[src/hw/rtl/gncl_pkg.sv]
// shared types, codes and helpers of the gauss-newton circle locator
package gncl_pkg;

  localparam int XY_W            = 32;
  localparam int RES_W           = 34;
  localparam int MUL_AW          = 40;
  localparam int MUL_BW          = 33;
  localparam int MUL_LO_W        = 20;
  localparam int RESULT_CAP      = 16;
  localparam int STEP_LIMIT_LOG2 = 40;
  localparam int QW              = STEP_LIMIT_LOG2 + 1;
  localparam logic [1:0] ANCHOR_LAST = 2'd2;

  typedef struct packed {
    logic signed [31:0] start_x;
    logic signed [31:0] start_y;
  } gncl_in_t;

  typedef struct packed {
    logic signed [31:0] est_x;
    logic signed [31:0] est_y;
    logic [3:0]         iteration_index;
    logic               singular;
    logic               last_result;
  } gncl_out_t;

  typedef enum logic [2:0] {
    REG_A_X  = 3'd0,
    REG_A_Y  = 3'd1,
    REG_B_X  = 3'd2,
    REG_B_Y  = 3'd3,
    REG_C_X  = 3'd4,
    REG_C_Y  = 3'd5,
    REG_RAD  = 3'd6,
    REG_ITER = 3'd7
  } gncl_reg_t;

  typedef struct packed {
    logic [2:0][31:0] ax;
    logic [2:0][31:0] ay;
    logic [30:0]      radius;
    logic [4:0]       iters;
  } gncl_cfg_t;

  typedef enum logic [4:0] {
    OP_DIFF, OP_SQX, OP_SQY, OP_ROOT, OP_JX, OP_JY,
    OP_SXX, OP_SXY, OP_SYY, OP_GX, OP_GY, OP_NORM,
    OP_DET1, OP_DET2, OP_NX1, OP_NX2, OP_DVX,
    OP_NY1, OP_NY2, OP_DVY, OP_UPD
  } gncl_op_t;

  typedef enum logic [1:0] {U_LOCAL, U_MUL, U_DIV, U_SQRT} gncl_unit_t;

  typedef enum logic [1:0] {ST_IDLE, ST_LAUNCH, ST_WAIT, ST_OUT} gncl_state_t;

  typedef struct packed {
    gncl_op_t   op;
    logic [1:0] sel;
    logic       load;
    logic       launch;
    logic       commit;
  } gncl_cmd_t;

  typedef struct packed {
    logic done;
    logic d_zero;
    logic det_zero;
  } gncl_stat_t;

  typedef struct packed {
    logic [3:0] idx;
    logic       sing;
    logic       last;
  } gncl_info_t;

  // which shared unit carries out an operation
  function automatic gncl_unit_t op_unit(input gncl_op_t op);
    gncl_unit_t u;
    case (op)
      OP_ROOT: u = U_SQRT;
      OP_JX, OP_JY, OP_DVX, OP_DVY: u = U_DIV;
      OP_DIFF, OP_NORM, OP_UPD: u = U_LOCAL;
      default: u = U_MUL;
    endcase
    return u;
  endfunction

  // saturate to 32-bit signed
  function automatic logic signed [31:0] sat32(input logic signed [63:0] v);
    logic signed [31:0] r;
    if (v > 64'sh0000_0000_7FFF_FFFF) r = 32'sh7FFF_FFFF;
    else if (v < -64'sh0000_0000_8000_0000) r = 32'sh8000_0000;
    else r = v[31:0];
    return r;
  endfunction

  function automatic logic [31:0] abs32(input logic signed [31:0] v);
    logic [31:0] r;
    r = v[31] ? 32'(-v) : 32'(v);
    return r;
  endfunction

  function automatic logic [63:0] abs64(input logic signed [63:0] v);
    logic [63:0] r;
    r = v[63] ? 64'(-v) : 64'(v);
    return r;
  endfunction

endpackage

[src/hw/rtl/gncl_ctrl.sv]
// controller: sequences the operations of each iteration and the item handshakes
module gncl_ctrl #(
  parameter int MAX_ITER = 16
) (
  input  logic                  clk,
  input  logic                  rst_n,
  input  logic                  in_valid,
  output logic                  in_stall,
  output logic                  out_valid,
  input  logic                  out_stall,
  input  logic [4:0]            iters,
  input  gncl_pkg::gncl_stat_t  st,
  output gncl_pkg::gncl_cmd_t   cmd,
  output gncl_pkg::gncl_info_t  info
);
  import gncl_pkg::*;

  localparam int CAP = (MAX_ITER < RESULT_CAP) ? MAX_ITER : RESULT_CAP;
  localparam logic [4:0] CAP5 = 5'(CAP);

  gncl_state_t state_r, state_nxt;
  gncl_op_t    op_r, op_nxt;
  logic [1:0]  sel_r, sel_nxt;
  logic [3:0]  k_r, k_nxt, nm1_r, nm1_nxt;
  logic        sing_r, sing_nxt;
  logic [4:0]  n_eff;
  logic        bail, last;

  // iterations per run, zero taken as one, capped
  always_comb begin
    if (iters == 5'd0) n_eff = 5'd1;
    else if (iters > CAP5) n_eff = CAP5;
    else n_eff = iters;
  end

  // zero distance or zero determinant ends the run
  assign bail = (op_r == OP_JX && st.d_zero) || (op_r == OP_NX1 && st.det_zero);
  assign last = sing_r || (k_r == nm1_r);

  // next state
  always_comb begin
    state_nxt = state_r;
    op_nxt    = op_r;
    sel_nxt   = sel_r;
    k_nxt     = k_r;
    nm1_nxt   = nm1_r;
    sing_nxt  = sing_r;
    case (state_r)
      ST_IDLE: begin
        if (in_valid) begin
          state_nxt = ST_LAUNCH;
          op_nxt    = OP_DIFF;
          sel_nxt   = 2'd0;
          k_nxt     = 4'd0;
          sing_nxt  = 1'b0;
          nm1_nxt   = 4'(n_eff - 5'd1);
        end
      end
      ST_LAUNCH: begin
        if (bail) begin
          sing_nxt  = 1'b1;
          state_nxt = ST_OUT;
        end else begin
          state_nxt = ST_WAIT;
        end
      end
      ST_WAIT: begin
        if (st.done) begin
          state_nxt = ST_LAUNCH;
          case (op_r)
            OP_DIFF: op_nxt = OP_SQX;
            OP_SQX:  op_nxt = OP_SQY;
            OP_SQY:  op_nxt = OP_ROOT;
            OP_ROOT: op_nxt = OP_JX;
            OP_JX:   op_nxt = OP_JY;
            OP_JY: begin
              if (sel_r == ANCHOR_LAST) begin
                sel_nxt = 2'd0;
                op_nxt  = OP_SXX;
              end else begin
                sel_nxt = sel_r + 2'd1;
                op_nxt  = OP_DIFF;
              end
            end
            OP_SXX:  op_nxt = OP_SXY;
            OP_SXY:  op_nxt = OP_SYY;
            OP_SYY:  op_nxt = OP_GX;
            OP_GX:   op_nxt = OP_GY;
            OP_GY: begin
              if (sel_r == ANCHOR_LAST) begin
                sel_nxt = 2'd0;
                op_nxt  = OP_NORM;
              end else begin
                sel_nxt = sel_r + 2'd1;
                op_nxt  = OP_SXX;
              end
            end
            OP_NORM: op_nxt = OP_DET1;
            OP_DET1: op_nxt = OP_DET2;
            OP_DET2: op_nxt = OP_NX1;
            OP_NX1:  op_nxt = OP_NX2;
            OP_NX2:  op_nxt = OP_DVX;
            OP_DVX:  op_nxt = OP_NY1;
            OP_NY1:  op_nxt = OP_NY2;
            OP_NY2:  op_nxt = OP_DVY;
            OP_DVY:  op_nxt = OP_UPD;
            OP_UPD:  state_nxt = ST_OUT;
            default: state_nxt = ST_IDLE;
          endcase
        end
      end
      ST_OUT: begin
        if (!out_stall) begin
          if (last) begin
            state_nxt = ST_IDLE;
          end else begin
            state_nxt = ST_LAUNCH;
            op_nxt    = OP_DIFF;
            sel_nxt   = 2'd0;
            k_nxt     = k_r + 4'd1;
          end
        end
      end
      default: state_nxt = ST_IDLE;
    endcase
  end

  // outputs
  always_comb begin
    in_stall   = state_r != ST_IDLE;
    out_valid  = state_r == ST_OUT;
    cmd.op     = op_r;
    cmd.sel    = sel_r;
    cmd.load   = state_r == ST_IDLE && in_valid;
    cmd.launch = state_r == ST_LAUNCH && !bail;
    cmd.commit = state_r == ST_WAIT && st.done;
    info.idx   = k_r;
    info.sing  = sing_r;
    info.last  = last;
  end

  always_ff @(posedge clk) begin
    if (!rst_n) begin
      state_r <= ST_IDLE;
      op_r    <= OP_DIFF;
      sel_r   <= '0;
      k_r     <= '0;
      nm1_r   <= '0;
      sing_r  <= 1'b0;
    end else begin
      state_r <= state_nxt;
      op_r    <= op_nxt;
      sel_r   <= sel_nxt;
      k_r     <= k_nxt;
      nm1_r   <= nm1_nxt;
      sing_r  <= sing_nxt;
    end
  end
endmodule

[config.mk]
export PLATFORM = sky130hd
export DESIGN_NAME = gncl_ctrl
export DESIGN_NICKNAME = d
export VERILOG_FILES = /design/src/hw/rtl/gncl_pkg.sv /design/src/hw/rtl/gncl_ctrl.sv
export SDC_FILE = /design/constraint.sdc
export NUM_CORES = 1
export LEC_CHECK = 0
export ABC_AREA = 1
export BUFFER_PORTS_ARGS = -buffer_cell sky130_fd_sc_hd__buf_2
export CAP_MARGIN = 20
export CORE_MARGIN = 5
export CORE_UTILIZATION = 53
export CTS_BUF_LIST = sky130_fd_sc_hd__clkbuf_8
export DETAILED_ROUTE_END_ITERATION = 16
export PLACE_DENSITY = 0.78
export SLEW_MARGIN = 5
export SYNTH_ARGS = -nofsm -noshare
export SYNTH_HDL_FRONTEND = slang
export SYNTH_SLANG_ARGS = --single-unit
[constraint.sdc]
create_clock -name clk -period 1.61 [get_ports clk]
set_clock_uncertainty 0.05 [all_clocks]
set_input_delay 0.2415 -clock clk [delete_from_list [all_inputs] [get_ports clk]]
set_output_delay 0.2415 -clock clk [all_outputs]
set_load 0.02 [all_outputs]
==> results of run 1 <==
-- worst min-delay path, delay by kind of cell --
family / cells / cell delay (ns)
buffers and inverters: 1 / 0.11
AO/OA/AOI/OAI: 2 / 0.11
-- layout make-up --
class	instances	area [um^2]	share of cell area (%)
timing repair buffer	41	240	13.3
clock buffer	4	55.1	3.04
inverter	44	180	9.94
sequential	18	384	21.2
multi-input combinational	178	915	50.5
tap	30	37.5	2.07
-- layer usage --
metal / global-route usage [%] / part of all wire [%] / vias to the layer above
met4: 3.33 / 1.5 / 0
met2: 32.4 / 44 / 66
met1: 29.5 / 47 / 696
met5: 0 / 0 / -
met3: 4.82 / 7.3 / 13
li1: - / - / 839
-- logic make-up (layout without fill, tap and decap cells) --
logic type | Yosys count | count (layout) | synth area share [%]
AOI/OAI and AO/OA | 27 | 27 | 11.3
xor gates and xnor gates | 3 | 3 | 1.87
adders and majority gates | 2 | 2 | 1.78
buffers and inverters | 47 | 89 | 13.5
DFF | 18 | 18 | 25.6
and+or+nand+nor | 146 | 146 | 45.9
-- state kept, by name (all words and copies together) (netlist names) --
| signal | count |
|---|---|
| sing_r | 1 |
| sel_r | 2 |
| nm1_r | 4 |
| op_r | 5 |
| state_r | 2 |
| k_r | 4 |
-- timing repair --
action                                  CTS  global route
buffers inserted                          0             5
pin swaps                                 1             2
gates resized for setup                  17            20
endpoints found under the setup margin    6             8
-- placed cells by master, fill, tap and decap left out, types with 2 or more instances in the layout --
cell and instances:
nand3_1 14, buf_2 27, dfxtp_1 9, nor2_2 9, nand2_1 68, nand3_4 3
xor2_1 2, o22ai_1 4, dfxtp_4 5, o21ai_0 5, nand2_2 8, clkbuf_8 4
inv_4 3, o21ai_1 3, inv_1 31, nor2_4 4, inv_2 9, nor2_1 35
a21oi_1 10, ha_1 2, dfxtp_2 4, buf_4 14
-- worst max-delay path by stage --
| stage | start | endpoint | slack (ns) |
|---|---|---|---|
| floorplan | op_r[4]$_SDFFE_PN0P_ | op_r[4]$_SDFFE_PN0P_ | 0.1 |
| global placement | op_r[4]$_SDFFE_PN0P_ | op_r[0]$_SDFFE_PN0P_ | 0.03 |
| detailed placement | op_r[4]$_SDFFE_PN0P_ | op_r[3]$_SDFFE_PN0P_ | -0.03 |
| CTS | state_r[0]$_SDFFE_PN0P_ | cmd[1] | 0.009 |
| global route | op_r[1]$_SDFFE_PN0P_ | cmd[1] | -0.06 |
| finish | op_r[1]$_SDFFE_PN0P_ | cmd[1] | 0.0008 |
-- power by group --
part / switching, mW / internal (mW)
sequential: 0.241 / 0.649
combinational: 1.68 / 0.941
clock: 0.158 / 0.217
==> results_dict.tcl, run 1 <==
set metrics [dict create \
    status "finished, final reports clean" \
    rows 18 \
    cts.clk_slew.worst_paths_ns 0.07 \
    drt_iter0_drc 82 \
    fin_area_um2 1810 \
    ys_ff_latch 18 \
    diodes 0 \
    critical_path_arrival_ns 1.32 \
    synth-edff-count 0 \
    final_util_pct 72.5 \
    grt_pass1_wl_um 5910 \
    path_class "register to primary output" \
    synthesis.area_um2 1410 \
    gp_congestion 0.961 \
    critPathSlowestCell "dfxtp_4" \
    crit_required_ns 1.32 \
    via_count 1614 \
    rsz0062_at_grt "true" \
    cp_num_cells 7 \
    end_kind "primary output" \
    hold_violations 0 \
    synth_fp_nets 257 \
    hold_ws_ns 0.194 \
    cpPeakStageDelay_ns 0.39 \
    placed_cells 306 \
    io_buffers 29 \
    vias_per_cell 5.12 \
    syn_area_per_cell_um2 5.79 \
    path_buf_inv 3 \
    area_growth_pct 28.8 \
    ios 30 \
    core_area_um2 2500 \
    clock-sinks 18 \
    yosysTopAreaCell "dfxtp_1" \
    max_clock_freq_mhz 621 \
    antenna_found_initial 0 \
    relSlewSlack_pct 64.0 \
    cts_buffers 3 \
    grt_use_total_pct 20.8 \
    synth_common_cells "70 x nand2_1, 41 x nor2_1, 32 x inv_1, 18 x dfxtp_1, 15 x nand3_1" \
    wl_um 3790 \
    synthCells 243 \
    grt_overflow 0 \
    synth-main-ff-cell "dfxtp_1" \
    netlist.area_leader.share_pct 25.6 \
    layout_min_cycle_time_ns 1.61 \
    grt_start_max_net_pins 13 \
    die_x_um 61.5 \
    r2r-end "op_r[0]$_SDFFE_PN0P_" \
    p_leak_nw 0.955 \
    layout.nets 300 \
    hold_class "input port to register" \
    setup_ws_ns 0.000806 \
    yosysMostFrequentCell "nand2_1" \
    p_per_area_nw_per_um2 2150 \
    setup_tns_ns 0 \
    cts_buffer_depth 2 \
    nFillCells 213 \
    die_h_um 61.5 \
    setup_viol 0 \
    htreeDepth 1 \
    ff2ff_path_depth 8 \
    crit_family "flip-flops" \
    whs_endpoint "nm1_r[3]$_SDFFE_PN0P_" \
    vdd_drop_max_mv 2.07 \
    clk_latency_ns 0.26 \
    rrSetupSlack_ns 0.07 \
    ctsHoldBuffers 0 \
    hold_path_startpoint "rst_n" \
    dpl.hpwl_um 2770 \
    synth_area_leaders "dfxtp_1 26%, nand2_1 19%, nor2_1 11%, inv_1 8.5%, nand3_1 5.3%" \
    instances_no_fill 315 \
    postPlaceCellArea_um2 1620 \
    cts_tree "yes" \
    r2r_start "op_r[4]$_SDFFE_PN0P_" \
    dieArea_um2 3780 \
    drive_gt1_share_pct 33.3 \
    tightest_slew_ns 0.535 \
    hold_path_depth 3 \
    yosysUniqueCellTypes 29 \
    ctsRootBufferMaster "clkbuf_8" \
    finalMaxSlewViolations 0 \
    p_total_mw 3.89 \
    yosysWarnings 0 \
    post-place-ws_ns -0.0346 \
    critPathLaunchType "register" \
    min_period_over_period_pct 99.9 \
    path_cells "inv_2 -> nor2_2 -> buf_4 -> nand3_1 -> nand2_2 -> nor2_2 -> buf_4" \
    synthArstFlopShare_pct 0 \
    first_pass_iters 7 \
    yosysSeqAreaShare_pct 25.6 \
    post_drt_wl_per_cell_um 12.0 \
    drc 0 \
    ant_nets 0 \
    start_util_pct 56.3 \
    cap_violations 0 \
    grt_pass1_vias 1346 \
    critPathMaxFanout 5 \
]
(Power assumes the default switching activity.)
==> inputs of run 2 (changes only) <==
CORE_UTILIZATION = 56   (was 53)
PLACE_DENSITY = 0.82   (was 0.78)
==> results_dict.tcl, run 2 (synthesis results as in run 1) <==
set metrics [dict create \
    status "finished, final reports clean" \
    p_total_mw 3.84 \
    intPower_mw 1.77 \
    hold_path_startpoint "rst_n" \
    placed_cells 303 \
    critPathSlowestCell "dfxtp_2" \
    whs_endpoint "state_r[1]$_SDFFE_PN0P_" \
    path_cells "nor2_4 -> inv_2 -> nor2_4 -> nand2_1 -> nand2_2 -> nor2_1 -> buf_2" \
    cap_violations 0 \
    instances_no_fill 311 \
    ctsHoldBuffers 0 \
    path_class "register to primary output" \
    grt_overflow 0 \
    first_pass_iters 4 \
    cts.clk_slew.worst_paths_ns 0.08 \
    critical_path_arrival_ns 1.29 \
    clk_latency_ns 0.27 \
    combPwrFrac_pct 66.6 \
    hold_class "input port to register" \
    antenna_found_initial 0 \
    hold_violations 0 \
    rows 18 \
    rsz0062_at_grt "true" \
    largest_register_ffs 5 \
    total_switching_power_mw 2.07 \
    crit_required_ns 1.32 \
    tightest_slew_ns 0.469 \
    die_h_um 60.1 \
    layout_commonest_cell "nand2_1" \
    cts_buffer_depth 2 \
    switching_share_pct 53.9 \
    pwr-share-clk_pct 10.2 \
    p_per_area_nw_per_um2 2150 \
    ff2ff_path_depth 9 \
    cpPeakStageDelay_ns 0.37 \
    diodes 0 \
    finalMaxSlewViolations 0 \
    max_clock_freq_mhz 632 \
    vdd_drop_max_mv 1.81 \
    via_count 1608 \
    cts_buffers 3 \
    setup_ws_ns 0.0274 \
    grt_pass1_vias 1447 \
    core_area_um2 2430 \
    htreeDepth 1 \
    vias_per_cell 5.17 \
    dieArea_um2 3610 \
    grt_start_max_net_pins 11 \
    setup_tns_ns 0 \
    final_util_pct 73.5 \
    area_growth_pct 27.1 \
    power_frac_seq_pct 23.1 \
    gp_congestion 0.961 \
    hold_path_depth 3 \
    grt_use_total_pct 21.7 \
    reg.largest.list "op_r x5, k_r x4, nm1_r x4" \
    critPathMaxFanout 5 \
    min_period_over_period_pct 98.3 \
    p_leak_nw 0.935 \
    cts_tree "yes" \
    end_kind "primary output" \
    most-common-layout-cells "65 x nand2_1, 33 x nor2_1, 31 x inv_1" \
    grt_pass1_wl_um 5990 \
    layout.nets 296 \
    ctsRootBufferMaster "clkbuf_8" \
    cpMostUsedCell "nor2_4" \
    relSlewSlack_pct 68.4 \
    drt_iter0_drc 78 \
    r2r-end "op_r[3]$_SDFFE_PN0P_" \
    rrSetupSlack_ns 0.09 \
    largest_register "op_r" \
    critPathLaunchType "register" \
    drc 0 \
    start_util_pct 57.8 \
    r2r_start "op_r[1]$_SDFFE_PN0P_" \
    setup_viol 0 \
    die_x_um 60.1 \
    io_buffers 29 \
    drive_gt1_share_pct 34.5 \
    dpl.hpwl_um 2730 \
    post-place-ws_ns 0.0782 \
    ios 30 \
    post_drt_wl_per_cell_um 11.9 \
    clock-sinks 18 \
    wl_um 3690 \
    ant_nets 0 \
    layout_min_cycle_time_ns 1.58 \
]
[run 2: final cells by class]
class | instances | area, um^2
timing repair buffer | 37 | 208
sequential | 18 | 387
clock buffer | 4 | 55.1
inverter | 44 | 178
multi-input combinational | 178 | 923
tap | 30 | 37.5
fill | 212 | 644
[run 2: timing repair]
action | CTS | global route
pin swaps | 2 | 4
resized for setup | 18 | 22
gates cloned | 0 | 0
endpoints found under the hold margin | 0 | 0
setup buffers | 3 | 1
setup endpoints to repair | 4 | 11
[run 2: power by group through the flow]
stage,registers (mW),logic (mW),clock network (mW)
floorplan,0.908,1.63,0
global placement,0.785,2.23,0
detailed placement,0.792,2.25,0
CTS,0.835,2.37,0.393
global route,0.911,2.86,0.409
finish,0.889,2.56,0.393
[run 2: worst max path at each step]
stage | startpoint | end | depth (start not counted)
6_report | op_r[0]$_SDFFE_PN0P_ | cmd[1] | 7
2_1_floorplan | op_r[4]$_SDFFE_PN0P_ | op_r[4]$_SDFFE_PN0P_ | 11
5_1_grt | op_r[1]$_SDFFE_PN0P_ | cmd[1] | 6
3_3_place_gp | op_r[1]$_SDFFE_PN0P_ | op_r[4]$_SDFFE_PN0P_ | 9
3_5_place_dp | op_r[4]$_SDFFE_PN0P_ | op_r[3]$_SDFFE_PN0P_ | 11
4_1_cts | k_r[2]$_SDFFE_PN0P_ | info[0] | 7
[run 2: per-stage QoR]
step           hold slack (ns)  instance area (um^2)
3_3_place_gp             0.434                  1600
5_1_grt                  0.249                  1790
2_1_floorplan            0.330                  1410
3_5_place_dp             0.432                  1600
4_1_cts                  0.223                  1720
6_report                 0.223                  1790
[run 2: per-layer routing]
layer | global-route usage (%) | vias up | share of wire, %
li1 | - | 827 | -
met3 | 2.81 | 15 | 4.9
met2 | 35.5 | 51 | 46
met1 | 27.7 | 715 | 46
met5 | 0 | - | 0
met4 | 10.8 | 0 | 3.4
[run 2: critical path, delay by kind of cell (launching register included)]
family	cells	cell delay, ns
and+or+nand+nor	5	0.43
DFF	1	0.37
buffers and inverters	2	0.22
